### config.mk
export PLATFORM = sky130hd
export DESIGN_NAME = breakpoint_patch_table
export DESIGN_NICKNAME = d
export VERILOG_FILES = /design/src/sv/bpt_pkg.sv /design/src/sv/bpt_table.sv /design/src/sv/breakpoint_patch_table.sv
export VERILOG_INCLUDE_DIRS = /design/src /design/src/sv
export SDC_FILE = /design/constraint.sdc
export NUM_CORES = 1
export LEC_CHECK = 0
export ABC_AREA = 1
export BUFFER_PORTS_ARGS = -buffer_cell sky130_fd_sc_hd__buf_2
export CORE_ASPECT_RATIO = 1.2
export CORE_MARGIN = 2
export CORE_UTILIZATION = 48
export DETAILED_ROUTE_END_ITERATION = 8
export PLACE_DENSITY_LB_ADDON = 0.2
export SLEW_MARGIN = 25
export SYNTH_ARGS = -nofsm -noshare
export SYNTH_HDL_FRONTEND = slang
export SYNTH_SLANG_ARGS = --single-unit
### constraint.sdc
create_clock -name clk -period 3.5 [get_ports clk]
set_input_delay 0.175 -clock clk [delete_from_list [all_inputs] [get_ports clk]]
set_output_delay 0.175 -clock clk [all_outputs]
set_load 0.02 [all_outputs]
### src/sv/breakpoint_patch_table_assert.svh
// assertion macros for the breakpoint patch table
`ifndef BREAKPOINT_PATCH_TABLE_ASSERT_SVH
`define BREAKPOINT_PATCH_TABLE_ASSERT_SVH

// checked on every clock edge outside reset
`define BPT_ASSERT(lbl, prop, msg) \
  lbl: assert property (@(posedge clk) disable iff (!rst_n) (prop)) else $error(msg);

// checked on every clock edge, reset included
`define BPT_ASSERT_ALWAYS(lbl, prop, msg) \
  lbl: assert property (@(posedge clk) (prop)) else $error(msg);

`endif

### src/sv/bpt_pkg.sv
// constants, types and control store of the breakpoint patch table
package bpt_pkg;

  localparam int TABLE_ENTRIES = 8;
  localparam int IDX_W = (TABLE_ENTRIES > 1) ? $clog2(TABLE_ENTRIES) : 1;
  localparam int CNT_W = $clog2(TABLE_ENTRIES + 1);
  localparam logic [7:0] HALT_OPCODE = 8'hDB;

  // commands
  localparam logic [1:0] CMD_SET    = 2'd0;
  localparam logic [1:0] CMD_REMOVE = 2'd1;
  localparam logic [1:0] CMD_RESUME = 2'd2;

  // status codes
  localparam logic [1:0] ST_DONE      = 2'd0;
  localparam logic [1:0] ST_ALREADY   = 2'd1;
  localparam logic [1:0] ST_FULL      = 2'd2;
  localparam logic [1:0] ST_NOT_FOUND = 2'd3;

  // action codes
  localparam logic [2:0] ACT_NONE      = 3'd0;
  localparam logic [2:0] ACT_WRITE     = 3'd1;
  localparam logic [2:0] ACT_RELEASE   = 3'd2;
  localparam logic [2:0] ACT_READ_NEXT = 3'd3;
  localparam logic [2:0] ACT_READ_PREV = 3'd4;

  // sequencer step addresses
  localparam int STEP_W = 5;
  localparam logic [STEP_W-1:0] S_IDLE     = 5'd0;
  localparam logic [STEP_W-1:0] S_LOOK     = 5'd1;
  localparam logic [STEP_W-1:0] S_DISP_SET = 5'd2;
  localparam logic [STEP_W-1:0] S_DISP_REM = 5'd3;
  localparam logic [STEP_W-1:0] S_DISP_RES = 5'd4;
  localparam logic [STEP_W-1:0] S_RES      = 5'd5;
  localparam logic [STEP_W-1:0] S_RES_W0   = 5'd6;
  localparam logic [STEP_W-1:0] S_RES_REL  = 5'd7;
  localparam logic [STEP_W-1:0] S_RES_RDN  = 5'd8;
  localparam logic [STEP_W-1:0] S_RES_RDP  = 5'd9;
  localparam logic [STEP_W-1:0] S_RES_W1   = 5'd10;
  localparam logic [STEP_W-1:0] S_RES_MISS = 5'd11;
  localparam logic [STEP_W-1:0] S_SET      = 5'd12;
  localparam logic [STEP_W-1:0] S_SET_CHK  = 5'd13;
  localparam logic [STEP_W-1:0] S_SET_ADD  = 5'd14;
  localparam logic [STEP_W-1:0] S_SET_DUP  = 5'd15;
  localparam logic [STEP_W-1:0] S_SET_FULL = 5'd16;
  localparam logic [STEP_W-1:0] S_REM      = 5'd17;
  localparam logic [STEP_W-1:0] S_REM_RDL  = 5'd18;
  localparam logic [STEP_W-1:0] S_REM_DEL  = 5'd19;
  localparam logic [STEP_W-1:0] S_REM_NF   = 5'd20;

  typedef enum logic {ASEL_ZERO, ASEL_ITEM} asel_t;
  typedef enum logic [1:0] {DSEL_ZERO, DSEL_ORIG, DSEL_HALT} dsel_t;
  typedef enum logic [1:0] {OP_NONE, OP_APPEND, OP_REMOVE} tbl_op_t;
  typedef enum logic [2:0] {
    C_ALWAYS, C_NEVER, C_IS_SET, C_IS_REM, C_NOT_RES, C_MISS, C_HIT, C_FULL
  } cond_t;

  // one control word
  typedef struct packed {
    logic              emit;
    logic [1:0]        status;
    logic [2:0]        action;
    asel_t             asel;
    dsel_t             dsel;
    logic              last;
    tbl_op_t           op;
    logic              ld_hit;
    logic              rd_last;
    logic              ld_orig;
    cond_t             cond;
    logic [STEP_W-1:0] target;
  } ucode_t;

  // table write request
  typedef struct packed {
    logic             we;
    logic [IDX_W-1:0] idx;
    logic [15:0]      addr;
    logic [7:0]       orig;
  } tbl_wr_t;

  // control store
  function automatic ucode_t bpt_ucode(input logic [STEP_W-1:0] step);
    ucode_t w;
    w = '{emit: 1'b0, status: ST_DONE, action: ACT_NONE, asel: ASEL_ZERO,
          dsel: DSEL_ZERO, last: 1'b0, op: OP_NONE, ld_hit: 1'b0,
          rd_last: 1'b0, ld_orig: 1'b0, cond: C_NEVER, target: S_IDLE};
    unique case (step)
      S_IDLE: begin
        w.cond = C_ALWAYS;
      end
      S_LOOK: begin
        w.ld_hit = 1'b1;
      end
      S_DISP_SET: begin
        w.cond = C_IS_SET;
        w.target = S_SET;
      end
      S_DISP_REM: begin
        w.cond = C_IS_REM;
        w.target = S_REM;
      end
      S_DISP_RES: begin
        w.cond = C_NOT_RES;
        w.target = S_IDLE;
      end
      S_RES: begin
        w.ld_orig = 1'b1;
        w.cond = C_MISS;
        w.target = S_RES_MISS;
      end
      S_RES_W0: begin
        w.emit = 1'b1;
        w.action = ACT_WRITE;
        w.asel = ASEL_ITEM;
        w.dsel = DSEL_ORIG;
      end
      S_RES_REL: begin
        w.emit = 1'b1;
        w.action = ACT_RELEASE;
        w.asel = ASEL_ITEM;
      end
      S_RES_RDN: begin
        w.emit = 1'b1;
        w.action = ACT_READ_NEXT;
        w.asel = ASEL_ITEM;
      end
      S_RES_RDP: begin
        w.emit = 1'b1;
        w.action = ACT_READ_PREV;
        w.asel = ASEL_ITEM;
      end
      S_RES_W1: begin
        w.emit = 1'b1;
        w.action = ACT_WRITE;
        w.asel = ASEL_ITEM;
        w.dsel = DSEL_HALT;
        w.last = 1'b1;
        w.cond = C_ALWAYS;
      end
      S_RES_MISS: begin
        w.emit = 1'b1;
        w.status = ST_NOT_FOUND;
        w.action = ACT_RELEASE;
        w.asel = ASEL_ITEM;
        w.last = 1'b1;
        w.cond = C_ALWAYS;
      end
      S_SET: begin
        w.cond = C_HIT;
        w.target = S_SET_DUP;
      end
      S_SET_CHK: begin
        w.cond = C_FULL;
        w.target = S_SET_FULL;
      end
      S_SET_ADD: begin
        w.emit = 1'b1;
        w.action = ACT_WRITE;
        w.asel = ASEL_ITEM;
        w.dsel = DSEL_HALT;
        w.last = 1'b1;
        w.op = OP_APPEND;
        w.cond = C_ALWAYS;
      end
      S_SET_DUP: begin
        w.emit = 1'b1;
        w.status = ST_ALREADY;
        w.last = 1'b1;
        w.cond = C_ALWAYS;
      end
      S_SET_FULL: begin
        w.emit = 1'b1;
        w.status = ST_FULL;
        w.last = 1'b1;
        w.cond = C_ALWAYS;
      end
      S_REM: begin
        w.ld_orig = 1'b1;
        w.cond = C_MISS;
        w.target = S_REM_NF;
      end
      S_REM_RDL: begin
        w.rd_last = 1'b1;
      end
      // keep reading the last entry while the result word waits
      S_REM_DEL: begin
        w.emit = 1'b1;
        w.action = ACT_WRITE;
        w.asel = ASEL_ITEM;
        w.dsel = DSEL_ORIG;
        w.last = 1'b1;
        w.op = OP_REMOVE;
        w.rd_last = 1'b1;
        w.cond = C_ALWAYS;
      end
      S_REM_NF: begin
        w.emit = 1'b1;
        w.status = ST_NOT_FOUND;
        w.last = 1'b1;
        w.cond = C_ALWAYS;
      end
      default: begin
        w.cond = C_ALWAYS;
      end
    endcase
    return w;
  endfunction

endpackage

### src/sv/bpt_table.sv
// breakpoint storage with parallel address match and one registered read port
module bpt_table (
  input  logic                   clk,
  input  bpt_pkg::tbl_wr_t       wr,
  input  logic [15:0]            key,
  input  logic [bpt_pkg::CNT_W-1:0] cnt,
  input  logic [bpt_pkg::IDX_W-1:0] rd_idx,
  output logic                   hit,
  output logic [bpt_pkg::IDX_W-1:0] hit_idx,
  output logic [15:0]            rd_addr,
  output logic [7:0]             rd_orig
);
  import bpt_pkg::*;

  logic [15:0] addr_mem [TABLE_ENTRIES];
  logic [7:0]  orig_mem [TABLE_ENTRIES];
  logic [TABLE_ENTRIES-1:0] match;
  logic [15:0] rd_addr_r;
  logic [7:0]  rd_orig_r;

  // entry write
  always_ff @(posedge clk) begin
    if (wr.we) begin
      addr_mem[wr.idx] <= wr.addr;
      orig_mem[wr.idx] <= wr.orig;
    end
  end

  // registered read
  always_ff @(posedge clk) begin
    rd_addr_r <= addr_mem[rd_idx];
    rd_orig_r <= orig_mem[rd_idx];
  end

  // compare every held entry, at most one matches
  always_comb begin
    hit_idx = '0;
    for (int i = 0; i < TABLE_ENTRIES; i++) begin
      match[i] = (CNT_W'(i) < cnt) && (addr_mem[i] == key);
      if (match[i]) hit_idx = hit_idx | IDX_W'(i);
    end
    hit = |match;
  end

  assign rd_addr = rd_addr_r;
  assign rd_orig = rd_orig_r;

endmodule

### src/sv/breakpoint_patch_table.sv
// Breakpoint patch table: holds up to TABLE_ENTRIES software breakpoints (address
// and patched-out byte) and turns set, remove and resume commands into result
// words (memory writes of the halt opcode or the original byte, halt release and
// dummy reads). A small control store steps through one control word per clock
// while no result word is held off by out_stall. The input is stalled whenever
// the sequencer is not idle; results are delivered from an output register, and
// last marks the final word of each command that yields result words.
`include "breakpoint_patch_table_assert.svh"

module breakpoint_patch_table (
  input  logic        clk,
  input  logic        rst_n,
  input  logic        in_valid,
  output logic        in_stall,
  input  logic [1:0]  in_command,
  input  logic [15:0] in_address,
  input  logic [7:0]  in_memory_byte,
  output logic        out_valid,
  input  logic        out_stall,
  output logic [1:0]  out_status,
  output logic [2:0]  out_action,
  output logic [15:0] out_mem_address,
  output logic [7:0]  out_mem_data,
  output logic [3:0]  out_entry_count,
  output logic        out_last
);
  import bpt_pkg::*;

  logic [STEP_W-1:0] pc_r, pc_nxt;
  logic [CNT_W-1:0]  cnt_r, cnt_nxt;
  logic [1:0]        cmd_r;
  logic [15:0]       item_addr_r;
  logic [7:0]        item_byte_r;
  logic              hit_r;
  logic [IDX_W-1:0]  hit_idx_r;
  logic [7:0]        orig_r;

  logic              out_valid_r;
  logic [1:0]        out_status_r;
  logic [2:0]        out_action_r;
  logic [15:0]       out_mem_address_r;
  logic [7:0]        out_mem_data_r;
  logic [3:0]        out_entry_count_r;
  logic              out_last_r;

  ucode_t            uw;
  logic              in_acc;
  logic              can_emit;
  logic              go;
  logic              cond_true;
  logic              full;
  logic [IDX_W-1:0]  last_idx;
  logic [IDX_W-1:0]  rd_idx;
  logic              tbl_hit;
  logic [IDX_W-1:0]  tbl_hit_idx;
  logic [15:0]       rd_addr;
  logic [7:0]        rd_orig;
  tbl_wr_t           wr;
  logic [CNT_W+3:0]  cnt_ext;
  logic [15:0]       res_addr;
  logic [7:0]        res_data;

  // breakpoint storage
  bpt_table u_table (
    .clk     (clk),
    .wr      (wr),
    .key     (item_addr_r),
    .cnt     (cnt_r),
    .rd_idx  (rd_idx),
    .hit     (tbl_hit),
    .hit_idx (tbl_hit_idx),
    .rd_addr (rd_addr),
    .rd_orig (rd_orig)
  );

  // control word and handshakes
  assign uw       = bpt_ucode(pc_r);
  assign in_stall = (pc_r != S_IDLE);
  assign in_acc   = in_valid && !in_stall;
  assign can_emit = !out_valid_r || !out_stall;
  assign go       = !uw.emit || can_emit;
  assign full     = (cnt_r == CNT_W'(TABLE_ENTRIES));
  assign last_idx = IDX_W'(cnt_r - CNT_W'(1));
  assign rd_idx   = uw.rd_last ? last_idx : hit_idx_r;

  // jump condition
  always_comb begin
    unique case (uw.cond)
      C_ALWAYS:  cond_true = 1'b1;
      C_NEVER:   cond_true = 1'b0;
      C_IS_SET:  cond_true = (cmd_r == CMD_SET);
      C_IS_REM:  cond_true = (cmd_r == CMD_REMOVE);
      C_NOT_RES: cond_true = (cmd_r != CMD_RESUME);
      C_MISS:    cond_true = !hit_r;
      C_HIT:     cond_true = hit_r;
      C_FULL:    cond_true = full;
      default:   cond_true = 1'b0;
    endcase
  end

  // step counter
  always_comb begin
    priority if (pc_r == S_IDLE) begin
      pc_nxt = in_acc ? S_LOOK : S_IDLE;
    end else if (!go) begin
      pc_nxt = pc_r;
    end else if (cond_true) begin
      pc_nxt = uw.target;
    end else begin
      pc_nxt = pc_r + STEP_W'(1);
    end
  end

  // table update and held count
  always_comb begin
    wr      = '{we: 1'b0, idx: hit_idx_r, addr: rd_addr, orig: rd_orig};
    cnt_nxt = cnt_r;
    if (go) begin
      unique case (uw.op)
        OP_APPEND: begin
          wr = '{we: 1'b1, idx: IDX_W'(cnt_r), addr: item_addr_r, orig: item_byte_r};
          cnt_nxt = cnt_r + CNT_W'(1);
        end
        OP_REMOVE: begin
          wr.we = 1'b1;
          cnt_nxt = cnt_r - CNT_W'(1);
        end
        default: begin
          cnt_nxt = cnt_r;
        end
      endcase
    end
  end

  // result word fields
  assign res_addr = (uw.asel == ASEL_ITEM) ? item_addr_r : 16'h0000;
  assign cnt_ext  = {4'b0000, cnt_nxt};
  always_comb begin
    unique case (uw.dsel)
      DSEL_ORIG: res_data = orig_r;
      DSEL_HALT: res_data = HALT_OPCODE;
      default:   res_data = 8'h00;
    endcase
  end

  // control registers
  always_ff @(posedge clk) begin
    if (!rst_n) begin
      pc_r        <= S_IDLE;
      cnt_r       <= '0;
      out_valid_r <= 1'b0;
    end else begin
      pc_r  <= pc_nxt;
      cnt_r <= cnt_nxt;
      if (go && uw.emit) begin
        out_valid_r <= 1'b1;
      end else if (!out_stall) begin
        out_valid_r <= 1'b0;
      end
    end
  end

  // item and lookup registers
  always_ff @(posedge clk) begin
    if (in_acc) begin
      cmd_r       <= in_command;
      item_addr_r <= in_address;
      item_byte_r <= in_memory_byte;
    end
    if (uw.ld_hit) begin
      hit_r     <= tbl_hit;
      hit_idx_r <= tbl_hit_idx;
    end
    if (uw.ld_orig) begin
      orig_r <= rd_orig;
    end
  end

  // output word register
  always_ff @(posedge clk) begin
    if (go && uw.emit) begin
      out_status_r      <= uw.status;
      out_action_r      <= uw.action;
      out_mem_address_r <= res_addr;
      out_mem_data_r    <= res_data;
      out_entry_count_r <= cnt_ext[3:0];
      out_last_r        <= uw.last;
    end
  end

  assign out_valid       = out_valid_r;
  assign out_status      = out_status_r;
  assign out_action      = out_action_r;
  assign out_mem_address = out_mem_address_r;
  assign out_mem_data    = out_mem_data_r;
  assign out_entry_count = out_entry_count_r;
  assign out_last        = out_last_r;

  // checks
  `BPT_ASSERT(a_cnt_bound, cnt_r <= CNT_W'(TABLE_ENTRIES), "held count above table size")
  `BPT_ASSERT(a_accept_look, in_acc |=> pc_r == S_LOOK, "accepted word did not start lookup")
  `BPT_ASSERT(a_none_zero, out_valid_r && out_action_r == ACT_NONE |-> out_mem_address_r == 16'h0000 && out_mem_data_r == 8'h00, "idle action carries payload")
  `BPT_ASSERT(a_cnt_on_emit, !$stable(cnt_r) |-> $past(go && uw.emit), "held count changed without a result")

endmodule

# After elaboration in Yosys (flattened, before gate mapping)
# Memories as Yosys holds them, arrays and structs flattened. A register that Yosys moved wholly into a read port is not among the register bits.
# Cells that the tools add are included.
[totals] ram_bits=192 ff_bits=82 memories=2 output_inout_bits=36
[op_classes] mux=31 order_cmp=8 n_addsub=3 n_eq_ne=43 reduce_logical=36
[memory_table] memory="u_table.addr_mem" words=8 width=16 read_ports=9 rd_ports_with_merged_regs=1 wr=1 line_no="bpt_table.sv:15" source="logic [15:0] addr_mem [TABLE_ENTRIES];"
[memory_table] memory="u_table.orig_mem" words=8 width=8 read_ports=1 rd_ports_with_merged_regs=1 wr=1 line_no="bpt_table.sv:16" source="logic [7:0] orig_mem [TABLE_ENTRIES];"
[ops] operator="$eq A16 B16 Y1" count=8
[ops] operator="$eq A5 B4 Y1 const B" count=8
[ops] operator="$pmux W5 S6" count=1
[ops] operator="$mux W28" count=1
[ops] operator="$mux W27" count=1
[ops] operator="$eq A5 B5 Y1 const B" count=5
[ops] operator="$pmux W3 S7" count=1
[ops] operator="$eq A5 B3 Y1 const B" count=4
[ops] operator="$lt A3 B4 Y1 const A" count=4
[ops] operator="$pmux W4 S4" count=1
[ops] operator="$pmux W8 S2" count=1
[ops] operator="$reduce_or A2 Y1" count=8
[ops] operator="$mux W5" count=3
[ops] operator="$mux W1" count=13
[ops] operator="$eq A3 B3 Y1 const B" count=4
[ops] operator="$reduce_or A11 Y1" count=1
[ops] operator="$eq A5 B2 Y1 const B" count=2
[ops] operator="$logic_and A1 B1 Y1" count=10
[ops] operator="$lt A1 B4 Y1 const A" count=2
[ops] operator="$lt A2 B4 Y1 const A" count=2
[ops] operator="$pmux W1 S8" count=1
[ops] operator="$pmux W2 S2" count=2
[ops] operator="$pmux W4 S2" count=1
[ops] operator="$reduce_or A4 Y1" count=2
[ops] operator="25 further kinds" count=35

# Depth between registers and ports, before layout
# Gate-level depths: netlist (run 1).
[logic_depth] word_depth=8 ltp_mapped=16

# Hierarchy
# A second synthesis (run 1) with hierarchy kept.
[unflattened] hier_cells=1469 hier_area_um2=14133.6
[by_module_without_submodules] module="bpt_table" cells_each=1080 area_per_inst_um2=10229.8 n_inst=1 seq_area_each_um2=6246.0
[by_module_without_submodules] module="breakpoint_patch_table" cells_each=389 area_per_inst_um2=3903.7 n_inst=1 seq_area_each_um2=2362.3

# Worst setup path before layout (run 1)
# No wires, ideal clock.
[synth_timing] path_type="reg-to-reg" startpoint="reg pc_r[0]" endpoint="mem u_table.addr_mem[1][0] (enable)" setup_slack_ns=0.074 n_path_buf=0 path_stages_with_launch=13 arrival_ns=3.021 cell_sequence="dfxtp_1 ha_1 inv_2 nor2_1 ha_1 nor4_2 nand2_1 nand2_2 nand2_4 nand2_1 o21ai_1 or2_1 nor2_1"
[synth_via] elab_chain_cells=8 word_cells_on_any_way=24
[synth_lines] item="start, declared" line_no="breakpoint_patch_table.sv:29" source="logic [STEP_W-1:0] pc_r, pc_nxt;"
[synth_lines] item="start signal, assigned" line_no="breakpoint_patch_table.sv:153" source="pc_r <= pc_nxt;"
[synth_lines] item="$eq A5 B5 Y1, or another cell as far along" line_no="bpt_pkg.sv:88" source="unique case (step)"
[synth_lines] item="$pmux W2 S2 / $reduce_or A11 Y1 (equally long branches)"
[synth_lines] item="$eq A2 B2 Y1, or another cell as far along" line_no="breakpoint_patch_table.sv:119" source="unique case (uw.op)"
[synth_lines] item="$reduce_or A2 Y1 (no line) / $logic_not A1 Y1 (equally long branches)"
[synth_lines] item="$mux W1 / $logic_or A1 B1 Y1 (equally long branches)" line_no="breakpoint_patch_table.sv:119, breakpoint_patch_table.sv:81"
[synth_lines] item="$mux W28 (*)" line_no="breakpoint_patch_table.sv:118" source="if (go) begin"
[synth_lines] item="$mux W1" line_no="bpt_table.sv:23" source="if (wr.we) begin"
[synth_lines] item="$mux W1 (not written as such)" line_no="bpt_table.sv:24" source="addr_mem[wr.idx] <= wr.addr;"
[synth_lines] item="end, declared" line_no="bpt_table.sv:15"
# Every way passes the cells marked *; elsewhere a longest branch is shown, timed or not.

==> impl_metrics.py, run 1 <==
metrics = {
    "status": {
        "status": "complete, no violations",
    },
    "flow_run": {
        "max_cap_viol_count": 0,
    },
    "clock_network": {
        "cts_tree": "built",
        "clk-insertion-delay-late_ps": 560,
        "cts.htree.levels": 1,
        "root_buffer": "clkbuf_16",
        "numClockSinks": 298,
        "cts-buffers-inserted": 29,
        "clk_pin_slew_ps": 70,
        "cts_buffer_depth": 3,
    },
    "floorplanning": {
        "fp.dieH_um": 188.2,
        "initial_core_util_pct": 48.60,
        "row_count": 67,
        "die_area_um2": 29630,
        "io-pin-count": 66,
        "chipWidth_um": 157.5,
        "core_um2": 27920,
    },
    "layout": {
        "area_delta_synth_final_pct": 15.42,
        "layout.nets": 1371,
        "drive_above_1_share_pct": 14.35,
        "antenna_cells": 0,
    },
    "sta": {
        "fin_setup_tns_ps": 0,
        "finalCritPeriodShare_pct": 93.36,
        "setup_ws_ps": 232.4,
        "rsz0062_at_grt": "no",
        "period_minus_slack_ps": 3268,
        "setup_viol": 0,
        "max_freq_ghz": 0.3060,
        "finalHoldViolCount": 0,
        "worst_pin_slew_ps": 1095,
        "skew_ps": 28.90,
        "drv_slew": 0,
        "relSlewSlack_pct": 26.21,
    },
    "drt": {
        "wire_per_inst_um": 21.28,
        "vias": 9670,
        "viasPerCell": 5.586,
        "drt-initial-drc-count": 848,
        "drt_pass1_iterations": 7,
        "postRouteAntennaNets": 0,
        "totalWireLength_um": 36840,
        "drc": 0,
    },
    "yosys": {
        "yosys_warnings": 0,
        "synth-compound-area-share_pct": 10.97,
        "synth_fp_nets": 1280,
        "synthMuxAreaShare_pct": 1.660,
        "ys.flop_type": "edfxtp_1",
        "yosys.area_share.adder_pct": 1.014,
        "synth_top_family_by_area": "simple AND/OR/NAND/NOR gates",
        "synthesis.instances": 1239,
        "synthSimpleGateAreaFrac_pct": 12.79,
        "synth_edf_count": 264,
        "netlist_area_um2": 13570,
        "synth_seq_area_share_pct": 63.45,
        "synth-async-reset-ratio_pct": 0,
        "synth.distinct_cells": 47,
        "ys_seq_elements": 298,
        "synth-xor-area-share_pct": 4.454,
        "syn_area_per_cell_um2": 10.95,
    },
    "power": {
        "p_per_area_nw_per_um2": 823.5,
        "peakVddDrop_mv": 0.4841,
        "p_leak_nw": 5.916,
    },
    "min_path": {
        "min_path_cells": 5,
        "hp-class": "in -> reg",
        "whs_endpoint": "pc_r[0]$_SDFFE_PN0P_",
        "min_from": "in_valid",
    },
    "critical_path": {
        "path_class": "reg -> reg",
        "rr_startpoint": "pc_r[0]$_SDFFE_PN0P_",
        "path_max_fanout": 30,
        "required_ps": 3690,
        "timing.rr.end": "u_table.addr_mem[4][9]$_DFFE_PP_",
        "rr_worst_depth": 10,
        "critPathCaptureType": "flip-flop",
        "worstPathArrival_ps": 3460,
        "start_kind": "flip-flop",
        "rrSetupSlack_ps": 230,
    },
    "global_route": {
        "grt_pass1_vias": 9445,
        "grt_pass1_wl_um": 55500,
        "antenna_found_initial": 0,
        "grt_overflow": 0,
        "grtUsageTotal_pct": 25.13,
        "grt_max_degree": 85,
    },
    "placement": {
        "place_congestion": 0.9838,
        "hpwl_um": 24970,
        "pre_cts_slack_ps": 199.1,
        "io_buffers": 65,
    },
}
==> worst max-delay path by stage <==
stage,depth (start not counted),start,end
3_5_place_dp,13,pc_r[0]$_SDFFE_PN0P_,u_table.addr_mem[0][4]$_DFFE_PP_
2_1_floorplan,12,pc_r[0]$_SDFFE_PN0P_,u_table.addr_mem[1][0]$_DFFE_PP_
5_1_grt,13,pc_r[0]$_SDFFE_PN0P_,u_table.addr_mem[2][10]$_DFFE_PP_
6_report,10,pc_r[0]$_SDFFE_PN0P_,u_table.addr_mem[4][9]$_DFFE_PP_
3_3_place_gp,13,pc_r[0]$_SDFFE_PN0P_,u_table.addr_mem[1][5]$_DFFE_PP_
4_1_cts,13,pc_r[0]$_SDFFE_PN0P_,u_table.orig_mem[1][6]$_DFFE_PP_
==> cells in the mapped netlist, drive strengths merged, types with 2 or more instances <==
cell,n,area share (%)
or2,9,0.42
a211oi,3,0.17
o21ai,130,4.9
nor4b,2,0.13
buf,22,1.2
clkbuf,39,1.1
o31a,3,0.19
xor2,41,2.6
o2111ai,8,0.52
o221ai,2,0.13
o22ai,50,2.3
a31oi,6,0.28
xnor2,28,1.8
nor2,148,4.1
a21oi,33,1.2
dfxtp,34,5.0
nor3,13,0.56
inv,118,3.3
nand4,11,0.51
clkinv,3,0.083
o21bai,3,0.17
nand2,154,4.4
ha,11,1.0
nor4,12,0.60
mux2,20,1.7
edfxtp,264,58
o211ai,16,0.89
nand3,51,1.9
==> flip-flops by register name, summed over array words and instances, names as in the netlist, 4 cells and up <==
register / count
cnt_r: 4
item_addr_r: 16
item_byte_r: 8
orig_r: 8
out_entry_count: 4
out_mem_address: 16
out_mem_data: 8
pc_r: 5
u_table.addr_mem: 128
u_table.orig_mem: 64
u_table.rd_addr: 16
u_table.rd_orig: 8
==> layout make-up <==
class	instances	area, µm²
Clock buffer	31	733.2
Clock inverter	22	195.2
Fill cell	2353	12260
Inverter	121	456.7
Multi-Input combinational cell	759	4268
Sequential cell	298	8608
Tap cell	379	474.2
Timing Repair Buffer	121	924.6
==> where the power goes <==
part           switching (mW)  leakage [nW]  internal [mW]
Combinational            3.04          2.78           1.31
Clock                    1.33         0.458           1.74
Sequential              0.523          2.68           4.96
Total                    4.90          5.92           8.00
==> metrics by stage <==
stage          hold slack, ps  total power [mW]  utilization (%)  cells  area (µm²)
6_report                106.6             12.90            56.10   1731       15660
3_3_place_gp            351.0             9.807            51.68   1651       14430
3_5_place_dp            353.1             9.829            51.68   1651       14430
2_1_floorplan           273.9             8.246                -   1239       13570
4_1_cts                 74.10             12.90            55.98   1731       15630
5_1_grt                 148.9             13.55            56.10   1731       15660
==> placed cells by master, fill, tap and decap left out, types with 12 or more instances in the layout <==
cell type and count:
dlygate4sd3_1 27, o21ai_0 95, dfxtp_1 34, buf_2 65, xor2_1 41, clkbuf_16 29, o22ai_1 50, edfxtp_1 264
mux2_2 12, nand3_1 51, a21oi_1 32, nor2_1 134, o211ai_1 16, buf_4 18, xnor2_1 28, nor3_1 12
nor2_2 13, o21ai_1 32, nand2_1 148, inv_1 110
==> kinds of logic after synthesis <==
logic type      Yosys count
mux                      20
fa+ha+maj                11
buf+inv                 182
simple gates            402
compound gates          257
flops                   298
xor+xnor                 69
==> layer usage <==
metal	track usage, %	vias to the layer above	part of all wire (%)
met5	0	-	0
met4	9.545	0	3.7
met3	4.163	74	7.5
met2	41.90	427	48
met1	32.96	4630	40
li1	-	4539	-
==> worst max-delay path, cell delays in order, from the launching register on <==
cell and delay (ps):
dfxtp_1 370, ha_1 280, inv_2 100, nor2_1 50, ha_1 210, nor4_4 370, nand2_1 130, nand2_2 140
nand2_8 160, buf_4 250, o21ai_0 840
==> timing repair <==
item | 4_1_cts | 5_1_grt
endpoints found under the hold margin | 27 | 0
hold buffers | 27 | 0
endpoints found under the setup margin | 0 | 110
resized for setup | 0 | 6
buffers inserted | 0 | 0
(Power assumes the default switching activity.)
==> run 2: changes to the inputs <==
ABC_AREA = default   (was 1)
==> impl_metrics.py, run 2 <==
metrics = {
    "status": {
        "status": "complete, no violations",
    },
    "clock_network": {
        "root_buffer": "clkbuf_16",
        "cts_buffer_depth": 3,
        "cts-buffers-inserted": 31,
        "cts.htree.levels": 1,
        "cts_tree": "built",
        "clk-insertion-delay-late_ps": 560,
        "cts_setup_buffers": 0,
        "numClockSinks": 298,
        "clk_pin_slew_ps": 60,
    },
    "drt": {
        "vias": 7774,
        "drt_pass1_iterations": 5,
        "postRouteAntennaNets": 0,
        "drt-initial-drc-count": 727,
        "totalWireLength_um": 32700,
        "wire_per_inst_um": 24.60,
        "viasPerCell": 5.850,
        "drc": 0,
    },
    "critical_path": {
        "rr_worst_depth": 9,
        "start_kind": "flip-flop",
        "path_class": "reg -> reg",
        "rrSetupSlack_ps": 250,
        "critPathCaptureType": "flip-flop",
        "required_ps": 3750,
        "rr_startpoint": "pc_r[0]$_SDFFE_PN0P_",
        "crit_start": "pc_r[0]$_SDFFE_PN0P_",
        "worstPathArrival_ps": 3500,
        "timing.rr.end": "u_table.orig_mem[7][1]$_DFFE_PP_",
        "path_max_fanout": 17,
        "crit_end": "u_table.orig_mem[7][1]$_DFFE_PP_",
    },
    "layout": {
        "drive_above_1_share_pct": 27.10,
        "final_common_cell": "edfxtp_1",
        "seq_area_um2": 8608,
        "largest_reg_flops": 128,
        "largestRegisters": "u_table.addr_mem: 128 flops, u_table.orig_mem: 64 flops",
        "largest_register": "u_table.addr_mem",
        "final_area_um2": 15570,
        "area_delta_synth_final_pct": 16.90,
        "final_cell_mix": "264 x edfxtp_1, 78 x xor2_1, 65 x buf_2",
        "multi_input_area_um2": 4529,
        "layout.nets": 1008,
        "fillers": 2072,
        "antenna_cells": 0,
        "stdcell_count": 1329,
    },
    "global_route": {
        "grtUsageTotal_pct": 22.95,
        "antenna_found_initial": 0,
        "grt_overflow": 0,
        "grt_pass1_wl_um": 49600,
        "grt_max_degree": 33,
        "grt_pass1_vias": 7978,
    },
    "sta": {
        "period_minus_slack_ps": 3252,
        "max_freq_ghz": 0.3075,
        "skew_ps": 21.01,
        "setup_viol": 0,
        "holdWs_ps": 235.9,
        "rsz0062_at_grt": "no",
        "relSlewSlack_pct": 42.09,
        "finalHoldViolCount": 0,
        "drv_slew": 0,
        "finalCritPeriodShare_pct": 92.92,
        "worst_pin_slew_ps": 868.6,
    },
    "yosys": {
        "yosysTopAreaCellShare_pct": 59.50,
        "synth_fp_nets": 888,
        "yosys-top-cells-area": "edfxtp_1 60%, mux4_2 8.1%, xor2_1 5.1%, dfxtp_1 5.1%, mux2_2 4.1%",
        "ys.flop_type": "edfxtp_1",
        "synth_seq_area_share_pct": 64.61,
        "synth_top_cell_by_area": "edfxtp_1",
        "ys_seq_elements": 298,
        "synth.distinct_cells": 67,
        "synth_edf_count": 264,
        "syn_area_per_cell_um2": 15.73,
        "yosys_warnings": 0,
        "netlist_area_um2": 13320,
        "synthesis.instances": 847,
        "synth_commonest_cells": "264 x edfxtp_1, 78 x xor2_1, 54 x xnor2_1",
        "synth-async-reset-ratio_pct": 0,
        "yosysMostFrequentCell": "edfxtp_1",
    },
    "placement": {
        "place_congestion": 0.8822,
        "placed_cells": 1245,
        "hpwl_um": 21780,
        "placed_area_um2": 14320,
        "io_buffers": 65,
    },
    "power": {
        "p_leak_nw": 4.521,
        "p_per_area_nw_per_um2": 473.0,
        "peakVddDrop_mv": 0.3971,
    },
    "floorplanning": {
        "chipWidth_um": 156.1,
        "initial_core_util_pct": 49.04,
        "io-pin-count": 66,
        "row_count": 66,
        "fp.dieH_um": 186.5,
        "core_um2": 27170,
        "die_area_um2": 29110,
    },
    "flow_run": {
        "max_cap_viol_count": 0,
    },
    "min_path": {
        "hp-class": "in -> reg",
    },
}
## run 2: cell count changes after synthesis, sizes merged, moves of 24 or more
cell	previous run	this run
and2	0	24
nand2	154	21
o21ai	130	16
xnor2	28	54
o22ai	50	3
nor2	148	31
xor2	41	78
nand3	51	10
inv	118	11
mux4	0	48
mux2	20	48
## run 2: cell families (layout without fill, tap and decap cells)
family / count (synthesis) / in the layout / synth area share (%)
AO/OA/AOI/OAI: 80 / 80 / 4.189
buffers and inverters: 58 / 200 / 1.907
adder cells (fa/ha/maj): 11 / 11 / 1.033
AND/OR/NAND/NOR: 169 / 169 / 7.184
flip-flops: 298 / 298 / 64.61
XOR/XNOR: 132 / 132 / 8.678
multiplexers: 99 / 99 / 12.40
## run 2: where the power goes
part           leakage [nW]  internal (mW)  total, mW  switching (mW)
Clock                 0.476           1.82       3.14            1.32
Combinational          1.99          0.145      0.316           0.171
Sequential             2.05           3.85       3.91          0.0615
## run 2: how the worst min path moves through the flow
stage	start	end	slack, ps	cells after the start
after floorplan	in_command[0]	cmd_r[0]$_DFFE_PP_	270	0
after global placement	in_memory_byte[0]	item_byte_r[0]$_DFFE_PP_	350	1
after detailed placement	in_address[6]	item_addr_r[6]$_DFFE_PP_	350	1
after CTS	out_stall	out_mem_address[4]$_SDFFCE_PN0P_	220	3
after global routing	out_stall	out_mem_address[4]$_SDFFCE_PN0P_	220	3
final	out_stall	out_mem_address[4]$_SDFFCE_PN0P_	240	3
## run 2: area by class of cell
cell class                 instances  area share (%)
clock buffer                      38           5.342
clock inverter                    17          0.8676
sequential                       298           55.27
inverter                          11          0.2651
tap                              340           2.731
multi-input combinational        491           29.08
timing repair buffer             134           6.443
## run 2: through the flow
step | power (mW) | setup TNS, ps | worst slack, ps | util, %
2_1_floorplan | 4.156 | -20530 | -213.8 | -
3_3_place_gp | 4.281 | 0 | 281.6 | 52.70
3_5_place_dp | 4.280 | 0 | 265.9 | 52.70
4_1_cts | 7.419 | 0 | 252.5 | 57.33
5_1_grt | 7.592 | 0 | 30.90 | 57.33
6_report | 7.366 | 0 | 247.7 | 57.33
## run 2: what timing repair did
item,4_1_cts,5_1_grt
hold buffers,29,0
gates resized for setup,0,0
hold endpoints to repair,33,0
## run 2: routing by layer
metal | track usage, % | vias up | share of wire [%]
li1 | - | 3488 | -
met1 | 31.36 | 3931 | 42
met2 | 38.61 | 297 | 50
met3 | 3.112 | 58 | 5.7
met4 | 6.669 | 0 | 2.6
met5 | 0 | - | 0
## run 2: worst max-delay path: stages (launching register included)
cell and delay [ps]:
dfxtp_1 420, inv_1 90, ha_1 240, or2_2 330, a32o_1 280, o41ai_2 360
buf_4 240, nand2_1 170, nor2_2 550, buf_12 250
